==> src/design/assert_macros.svh <==
// Assertion macros shared by the design files.
// No dependencies.
`ifndef ASSERT_MACROS_SVH
`define ASSERT_MACROS_SVH

// antecedent implies consequent in the same cycle
`define ASSERT_SAME(lbl, clk, rst_n, ante, cons) \
    lbl: assert property (@(posedge clk) disable iff (!rst_n) (ante) |-> (cons)) \
        else $error("assertion failed");

// antecedent implies consequent in the next cycle
`define ASSERT_NEXT(lbl, clk, rst_n, ante, cons) \
    lbl: assert property (@(posedge clk) disable iff (!rst_n) (ante) |=> (cons)) \
        else $error("assertion failed");

`endif

==> src/design/fcpp_pkg.sv <==
// Package for the framed command packet parser: register map, reset values, action codes.
// No dependencies.
package fcpp_pkg;

    localparam int unsigned AddrW = 5;
    localparam int unsigned DataW = 32;

    localparam logic [2:0] REG_FRAME  = 3'd0;
    localparam logic [2:0] REG_NODES  = 3'd1;
    localparam logic [2:0] REG_BCAST  = 3'd2;
    localparam logic [2:0] REG_CMDS   = 3'd3;
    localparam logic [2:0] REG_LMASK  = 3'd4;

    localparam logic [7:0]  RST_FRAME = 8'h7E;
    localparam logic [23:0] RST_NODES = 24'h030201;
    localparam logic [7:0]  RST_BCAST = 8'hFF;
    localparam logic [31:0] RST_CMDS  = 32'h88884611;
    localparam logic [7:0]  RST_LMASK = 8'h0F;

    localparam logic [1:0] ACT_SET    = 2'd0;
    localparam logic [1:0] ACT_SINGLE = 2'd1;
    localparam logic [1:0] ACT_GROUP  = 2'd2;

endpackage

==> src/design/framed_command_packet_parser_top.sv <==
// Timing: an accepted byte is registered at the input, parsed from that register, and its
// result, if any, is registered at the output. Throughput: one byte per cycle, set by the
// single parse stage; only output backpressure stalls the input.
// Reset: synchronous, active low; registers return to defaults, parser waits for a frame byte.
// Top level of the framed command packet parser. Depends on fcpp_pkg and assert_macros.svh.
`include "assert_macros.svh"

module framed_command_packet_parser_top
    import fcpp_pkg::*;
(
    input  logic                 i_clk,
    input  logic                 i_rst_n,
    input  logic                 i_valid,
    output logic                 o_ready,
    input  logic [7:0]           i_rx_byte,
    output logic                 o_valid,
    input  logic                 i_ready,
    output logic [1:0]           o_action,
    output logic [7:0]           o_dest_address,
    output logic [7:0]           o_param_index,
    output logic [15:0]          o_param_value,
    input  logic                 psel,
    input  logic                 penable,
    input  logic                 pwrite,
    input  logic [AddrW-1:0]     paddr,
    input  logic [DataW-1:0]     pwdata,
    output logic [DataW-1:0]     prdata,
    output logic                 pready
);

    typedef enum logic [2:0] {
        S_START,
        S_ADDRESS,
        S_COMMAND,
        S_DATA,
        S_CHECK
    } t_state;

    logic [7:0]  r_frame;
    logic [23:0] r_nodes;
    logic [7:0]  r_bcast;
    logic [31:0] r_cmds;
    logic [7:0]  r_lmask;

    logic        r_in_valid;
    logic [7:0]  r_in_byte;

    t_state      r_state, n_state;
    logic [7:0]  r_count, n_count;
    logic        r_armed, n_armed;
    logic [7:0]  r_last, n_last;
    logic [7:0]  r_pkt_addr, n_pkt_addr;
    logic [7:0]  r_pkt_cmd, n_pkt_cmd;
    logic [7:0]  r_check, n_check;
    logic [7:0]  r_plen, n_plen;
    logic [7:0]  r_param, n_param;
    logic [7:0]  r_val_hi, n_val_hi;
    logic [7:0]  r_val_lo, n_val_lo;

    logic        n_res_valid;
    logic [1:0]  n_res_action;
    logic [15:0] n_res_value;

    logic        r_out_valid;
    logic [1:0]  r_out_action;
    logic [7:0]  r_out_addr;
    logic [7:0]  r_out_param;
    logic [15:0] r_out_value;

    logic        en;
    logic        cfg_wr;
    logic        addr_ok;
    logic        cmd_ok;
    logic        stuff_hit;
    logic [7:0]  b;
    logic [7:0]  cnt_inc;

    assign en      = !r_out_valid || i_ready;
    assign o_ready = en;
    assign o_valid = r_out_valid;
    assign o_action       = r_out_action;
    assign o_dest_address = r_out_addr;
    assign o_param_index  = r_out_param;
    assign o_param_value  = r_out_value;

    assign pready = 1'b1;
    assign cfg_wr = psel && penable && pwrite && pready;

    always_comb begin
        case (paddr[4:2])
            REG_FRAME: prdata = {24'd0, r_frame};
            REG_NODES: prdata = {8'd0, r_nodes};
            REG_BCAST: prdata = {24'd0, r_bcast};
            REG_CMDS:  prdata = r_cmds;
            REG_LMASK: prdata = {24'd0, r_lmask};
            default:   prdata = '0;
        endcase
    end

    assign b       = r_in_byte;
    assign addr_ok = (b == r_nodes[7:0]) || (b == r_nodes[15:8]) || (b == r_nodes[23:16])
                     || (b == r_bcast);
    assign cmd_ok  = (b == r_cmds[7:0]) || (b == r_cmds[15:8]) || (b == r_cmds[23:16])
                     || (b == r_cmds[31:24]);
    assign stuff_hit = r_armed && (r_count != 8'd0) && (r_last == r_frame);
    assign cnt_inc   = r_count + 8'd1;

    always_comb begin
        n_state      = r_state;
        n_count      = r_count;
        n_armed      = r_armed;
        n_last       = r_last;
        n_pkt_addr   = r_pkt_addr;
        n_pkt_cmd    = r_pkt_cmd;
        n_check      = r_check;
        n_plen       = r_plen;
        n_param      = r_param;
        n_val_hi     = r_val_hi;
        n_val_lo     = r_val_lo;
        n_res_valid  = 1'b0;
        n_res_action = ACT_SET;
        n_res_value  = 16'd0;
        case (r_state)
            S_ADDRESS: begin
                if (addr_ok) begin
                    n_pkt_addr = b;
                    n_state    = S_COMMAND;
                end else if (b == r_frame) begin
                    n_state = S_ADDRESS;
                end else begin
                    n_state = S_START;
                end
            end
            S_COMMAND: begin
                if (cmd_ok) begin
                    n_pkt_cmd = b;
                    n_check   = b;
                    n_plen    = b & r_lmask;
                    n_count   = 8'd0;
                    n_state   = S_DATA;
                end else if (b == r_frame) begin
                    n_state = S_ADDRESS;
                end else begin
                    n_state = S_START;
                end
            end
            S_DATA: begin
                n_check = r_check ^ b;
                if (stuff_hit) begin
                    if (b == r_frame) begin
                        n_armed = 1'b0;
                        n_state = (r_count >= r_plen) ? S_CHECK : S_DATA;
                    end else begin
                        // lone frame byte: resync, this byte is the address
                        n_pkt_addr = b;
                        n_state    = S_COMMAND;
                    end
                end else begin
                    n_armed = 1'b1;
                    case (r_count)
                        8'd1:    n_param  = b;
                        8'd2:    n_val_hi = b;
                        8'd3:    n_val_lo = b;
                        default: n_param  = r_param;
                    endcase
                    n_last  = b;
                    n_count = cnt_inc;
                    n_state = (cnt_inc >= r_plen) ? S_CHECK : S_DATA;
                end
            end
            S_CHECK: begin
                if (r_check == b) begin
                    if (r_pkt_addr == r_bcast) begin
                        if (r_pkt_cmd == r_cmds[23:16]) begin
                            n_res_valid  = 1'b1;
                            n_res_action = ACT_SET;
                            n_res_value  = {r_val_hi, r_val_lo};
                        end
                    end else if (r_pkt_cmd == r_cmds[7:0]) begin
                        n_res_valid  = 1'b1;
                        n_res_action = ACT_SINGLE;
                    end else if (r_pkt_cmd == r_cmds[15:8]) begin
                        n_res_valid  = 1'b1;
                        n_res_action = ACT_GROUP;
                    end
                end
                n_state = S_START;
            end
            default: begin
                n_state = (b == r_frame) ? S_ADDRESS : S_START;
            end
        endcase
    end

    always_ff @(posedge i_clk) begin
        if (!i_rst_n) begin
            r_frame      <= RST_FRAME;
            r_nodes      <= RST_NODES;
            r_bcast      <= RST_BCAST;
            r_cmds       <= RST_CMDS;
            r_lmask      <= RST_LMASK;
            r_in_valid   <= 1'b0;
            r_in_byte    <= 8'd0;
            r_state      <= S_START;
            r_count      <= 8'd0;
            r_armed      <= 1'b1;
            r_last       <= 8'd0;
            r_pkt_addr   <= 8'd0;
            r_pkt_cmd    <= 8'd0;
            r_check      <= 8'd0;
            r_plen       <= 8'd0;
            r_param      <= 8'd0;
            r_val_hi     <= 8'd0;
            r_val_lo     <= 8'd0;
            r_out_valid  <= 1'b0;
            r_out_action <= ACT_SET;
            r_out_addr   <= 8'd0;
            r_out_param  <= 8'd0;
            r_out_value  <= 16'd0;
        end else begin
            if (cfg_wr) begin
                case (paddr[4:2])
                    REG_FRAME: r_frame <= pwdata[7:0];
                    REG_NODES: r_nodes <= pwdata[23:0];
                    REG_BCAST: r_bcast <= pwdata[7:0];
                    REG_CMDS:  r_cmds  <= pwdata;
                    REG_LMASK: r_lmask <= pwdata[7:0];
                    default:   r_frame <= r_frame;
                endcase
            end
            if (en) begin
                r_in_valid  <= i_valid;
                r_in_byte   <= i_rx_byte;
                r_out_valid <= r_in_valid && n_res_valid;
                if (r_in_valid) begin
                    r_state      <= n_state;
                    r_count      <= n_count;
                    r_armed      <= n_armed;
                    r_last       <= n_last;
                    r_pkt_addr   <= n_pkt_addr;
                    r_pkt_cmd    <= n_pkt_cmd;
                    r_check      <= n_check;
                    r_plen       <= n_plen;
                    r_param      <= n_param;
                    r_val_hi     <= n_val_hi;
                    r_val_lo     <= n_val_lo;
                    r_out_action <= n_res_action;
                    r_out_addr   <= r_pkt_addr;
                    r_out_param  <= r_param;
                    r_out_value  <= n_res_value;
                end
            end
        end
    end

    `ASSERT_SAME(a_value_only_on_set, i_clk, i_rst_n,
        o_valid && (o_action != ACT_SET), o_param_value == 16'd0)
    `ASSERT_SAME(a_set_is_broadcast, i_clk, i_rst_n,
        o_valid && (o_action == ACT_SET), o_dest_address == r_bcast)
    `ASSERT_NEXT(a_result_from_check, i_clk, i_rst_n,
        en && !(r_in_valid && (r_state == S_CHECK)), !o_valid)

endmodule
==> config.mk <==
export PLATFORM = sky130hd
export DESIGN_NAME = framed_command_packet_parser_top
export DESIGN_NICKNAME = d
export VERILOG_FILES = /design/src/design/fcpp_pkg.sv /design/src/design/framed_command_packet_parser_top.sv
export VERILOG_INCLUDE_DIRS = /design/src /design/src/design
export SDC_FILE = /design/constraint.sdc
export NUM_CORES = 1
export LEC_CHECK = 0
export BUFFER_PORTS_ARGS = -buffer_cell sky130_fd_sc_hd__clkbuf_2
export CORE_ASPECT_RATIO = 0.7
export CORE_MARGIN = 3
export CORE_UTILIZATION = 60
export CTS_CLUSTER_DIAMETER = 120
export DETAILED_ROUTE_END_ITERATION = 16
export HOLD_SLACK_MARGIN = 0.06
export PLACE_DENSITY = 0.82
export SKIP_CTS_REPAIR_TIMING = 1
export SLEW_MARGIN = 20
export SYNTH_ARGS = -nofsm -noshare
export SYNTH_HDL_FRONTEND = slang
export SYNTH_SLANG_ARGS = --single-unit
export TNS_END_PERCENT = 10
==> constraint.sdc <==
create_clock -name i_clk -period 4.05 [get_ports i_clk]
set_clock_uncertainty 0.05 [all_clocks]
set_input_delay 0.81 -clock i_clk [delete_from_list [all_inputs] [get_ports i_clk]]
set_output_delay 0.81 -clock i_clk [all_outputs]
set_load 0.005 [all_outputs]
==> flow_metrics.env <==
export IMPL_finalSetupViolCount=0
export IMPL_numCtsBuffers=17
export IMPL_seqCellArea_sq_um=4000
export IMPL_cp_depth=5
export IMPL_worstRegToRegCells=11
export IMPL_die_w_microns=161
export IMPL_ctsRootBufferMaster="clkbuf_16"
export IMPL_synth_cells=1228
export IMPL_cts_tree="yes"
export IMPL_grt_pass1_wl_microns=44600
export IMPL_ir_drop_mv=0.215
export IMPL_async_reset_ff_frac=0
export IMPL_ys_types=60
export IMPL_clock_sinks=200
export IMPL_numPortBuffers=117
export IMPL_worstSkewPairLatency_ns=0.45
export IMPL_hold_path_class="reg2reg"
export IMPL_combPwrFrac=0.064
export IMPL_pwr_density_cell_nw_per_um2=355
export IMPL_min_period_ns=3.29
export IMPL_reg2reg_slack_ns=1.01
export IMPL_clk_path_buf_depth=2
export IMPL_antenna_found_initial=0
export IMPL_p_leak_nw=4.89
export IMPL_rsz0062_at_grt="false"
export IMPL_layout_commonest_cell="nand2_1"
export IMPL_syn2layout_area_growth_pct=12.6
export IMPL_crit_chain="clkbuf_2 -> buf_4 -> mux2i_1 -> nor2_1 -> clkbuf_2"
export IMPL_grt_total_usage=0.302
export IMPL_critPathArrivalTime_ns=2.43
export IMPL_hold_slack_ns=0.400
export IMPL_first_pass_iters=6
export IMPL_rows=39
export IMPL_multi_input_area_sq_um=5670
export IMPL_mappedNetlistNets=1300
export IMPL_syn_area_per_cell_sq_um=8.24
export IMPL_maxSlewHeadroom=0.256
export IMPL_initial_core_util=0.617
export IMPL_crit_path_start_kind="primary input"
export IMPL_grt_ovfl_total=0
export IMPL_grt_pass1_vias=8440
export IMPL_core_area_sq_um=16400
export IMPL_seqPwrFrac=0.497
export IMPL_syn_area_sq_um=10100
export IMPL_most_common_layout_cells="280 x nand2_1, 200 x dfxtp_1, 124 x a21oi_1"
export IMPL_io_pins=121
export IMPL_wire_per_inst_microns=18.3
export IMPL_fill_cells=1315
export IMPL_worstSetupPathType="in2out"
export IMPL_place_area_sq_um=10800
export IMPL_fin_util=0.695
export IMPL_outcome="complete, no violations"
export IMPL_grt_max_degree=92
export IMPL_drtIter0Drc=1200
export IMPL_via_count=9213
export IMPL_max_clock_freq_mhz=304
export IMPL_slowest_delay_ns=0.54
export IMPL_hold_violations=0
export IMPL_yosysWarningCount=0
export IMPL_crit_family="buffers and inverters"
export IMPL_placedCellCount=1502
export IMPL_yosysTopAreaCell="dfxtp_1"
export IMPL_die_area_sq_um=18500
export IMPL_ys_ff_latch=200
export IMPL_crit_top_cell="clkbuf_2"
export IMPL_postRouteAntennaNets=0
export IMPL_ys_top_cells_by_area="dfxtp_1 40%, nand2_1 10%, xor2_1 10%"
export IMPL_final_nets=1368
export IMPL_crit_buf_inv=3
export IMPL_layout_drive_gt1_share=0.146
export IMPL_crit_slowest_cell="buf_4"
export IMPL_ctsHtreeMaxLevel=4
export IMPL_synth_edf_count=0
export IMPL_drt_total_wl_microns=28100
export IMPL_netlist_area_leader_share=0.396
export IMPL_internal_power_mw=2.97
export IMPL_cp_endpoint="prdata[11]"
export IMPL_r2r_start="r_count[2]$_SDFFE_PN0P_"
export IMPL_crit_required_ns=3.19
export IMPL_crit_start="paddr[3]"
export IMPL_fin_cells=1535
export IMPL_crit_fanout=30
export IMPL_endpoint_kind="primary output"
export IMPL_seq_area_frac_synth=0.396
export IMPL_maxCapViolations=0
export IMPL_clkTransAtPathRegs_ns=0.08
export IMPL_r2r_end="r_state[0]$_SDFFE_PN0P_"
export IMPL_dp_hpwl_microns=19000
export IMPL_synth_flop_cell="dfxtp_1"
export IMPL_drc_errors=0
export IMPL_worstMarginPinSlew_ns=1.12
export IMPL_gp_congestion=0.952
export IMPL_die_h_microns=115
export IMPL_clock_power_share=0.439
export IMPL_p_sw_frac=0.267
export IMPL_final_area_sq_um=11400
export IMPL_period_share=0.811
export IMPL_avgViaCountPerCell=6.00
export IMPL_tns_ns=0
export IMPL_slew_violations=0
export IMPL_p_sw_mw=1.08
## Yosys cell counts (2+ instances only)
master and n:
o21bai_1 8, a31oi_1 2, ha_1 20, nor2_2 2
a32o_1 2, buf_2 27, buf_1 2, nor4_1 29
nor2_1 66, inv_1 11, a41o_1 4, nand4_4 3
nor3b_1 3, xor2_1 115, inv_2 2, nor2b_1 4
nor4b_1 2, nand3b_1 10, or3_1 3, a21oi_1 124
o22ai_1 7, nand2_1 280, nor3_1 4, a21o_1 3
nand4_1 13, dfxtp_1 200, xnor2_1 19, clkbuf_1 58
o21ai_0 23, nand3_1 38, a22oi_1 17, and2_1 5
mux2i_1 81, o31ai_1 4, nand2b_1 2, and3_1 11
## flip-flops by register name (all words and copies together) (netlist names)
signal / count
b: 8
o_action: 2
o_dest_address: 8
o_param_index: 8
o_param_value: 16
o_valid: 1
r_armed: 1
r_bcast: 8
r_check: 8
r_cmds: 32
r_count: 8
r_frame: 8
r_in_valid: 1
r_last: 8
r_lmask: 8
r_nodes: 24
r_param: 8
r_pkt_addr: 8
r_pkt_cmd: 8
r_plen: 8
r_state: 3
r_val_hi: 8
r_val_lo: 8
## power groups by stage
stage / logic [mW] / registers [mW] / clock network, mW
after floorplan: 0.174 / 2.03 / 0
after global placement: 0.246 / 2.06 / 0
after detailed placement: 0.249 / 2.06 / 0
after CTS: 0.253 / 2.01 / 1.78
after global routing: 0.278 / 2.01 / 1.85
final: 0.258 / 2.01 / 1.78
## stage by stage
step / power, mW / setup slack (ns)
after global routing: 4.14 / 0.703
after CTS: 4.04 / 0.827
after floorplan: 2.21 / 1.18
final: 4.05 / 0.764
after detailed placement: 2.31 / 0.631
after global placement: 2.30 / 0.709
## cell families after synthesis
| logic type | Yosys count | synth area share |
|---|---|---|
| multiplexers | 82 | 0.0824 |
| adder cells (fa/ha/maj) | 20 | 0.0247 |
| other | 1 | 0.000371 |
| XOR/XNOR | 134 | 0.116 |
| AO/OA/AOI/OAI | 205 | 0.118 |
| buffers and inverters | 104 | 0.0458 |
| AND/OR/NAND/NOR | 482 | 0.217 |
| flip-flops | 200 | 0.396 |
## tightest hold or removal path: stages, from the launching register on
cell and delay, ns:
dfxtp_1 0.31, nand2_1 0.05, a21oi_1 0.05
## routing by layer
metal / GRT usage / wire, microns / up-vias
li1: - / - / 4302
met1: 0.451 / 12900 / 4367
met2: 0.433 / 11700 / 498
met3: 0.0691 / 2980 / 46
met4: 0.0934 / 451 / 0
met5: 0 / 0 / -
## cell type report
cell class	count	share of cell area
clock inverters	14	0.0174
repair buffers	140	0.0665
clock buffers	18	0.0377
diodes	1	0.000220
well taps	225	0.0247
flip-flops and latches	200	0.351
inverters	13	0.00439
multi-input cells	924	0.498
## how the worst min path moves through the flow
stage	start	endpoint	slack, ns	cells past startpoint
after global placement	r_param[1]$_SDFFE_PN0P_	o_param_index[1]$_SDFFE_PN0P_	0.39	2
after floorplan	r_param[0]$_SDFFE_PN0P_	o_param_index[0]$_SDFFE_PN0P_	0.38	2
after detailed placement	r_param[1]$_SDFFE_PN0P_	o_param_index[1]$_SDFFE_PN0P_	0.40	2
final	r_param[1]$_SDFFE_PN0P_	o_param_index[1]$_SDFFE_PN0P_	0.40	2
after global routing	o_dest_address[6]$_SDFFE_PN0P_	o_dest_address[6]$_SDFFE_PN0P_	0.43	2
after CTS	r_param[1]$_SDFFE_PN0P_	o_param_index[1]$_SDFFE_PN0P_	0.40	2
No activity file was read; power rests on OpenSTA's default activity.
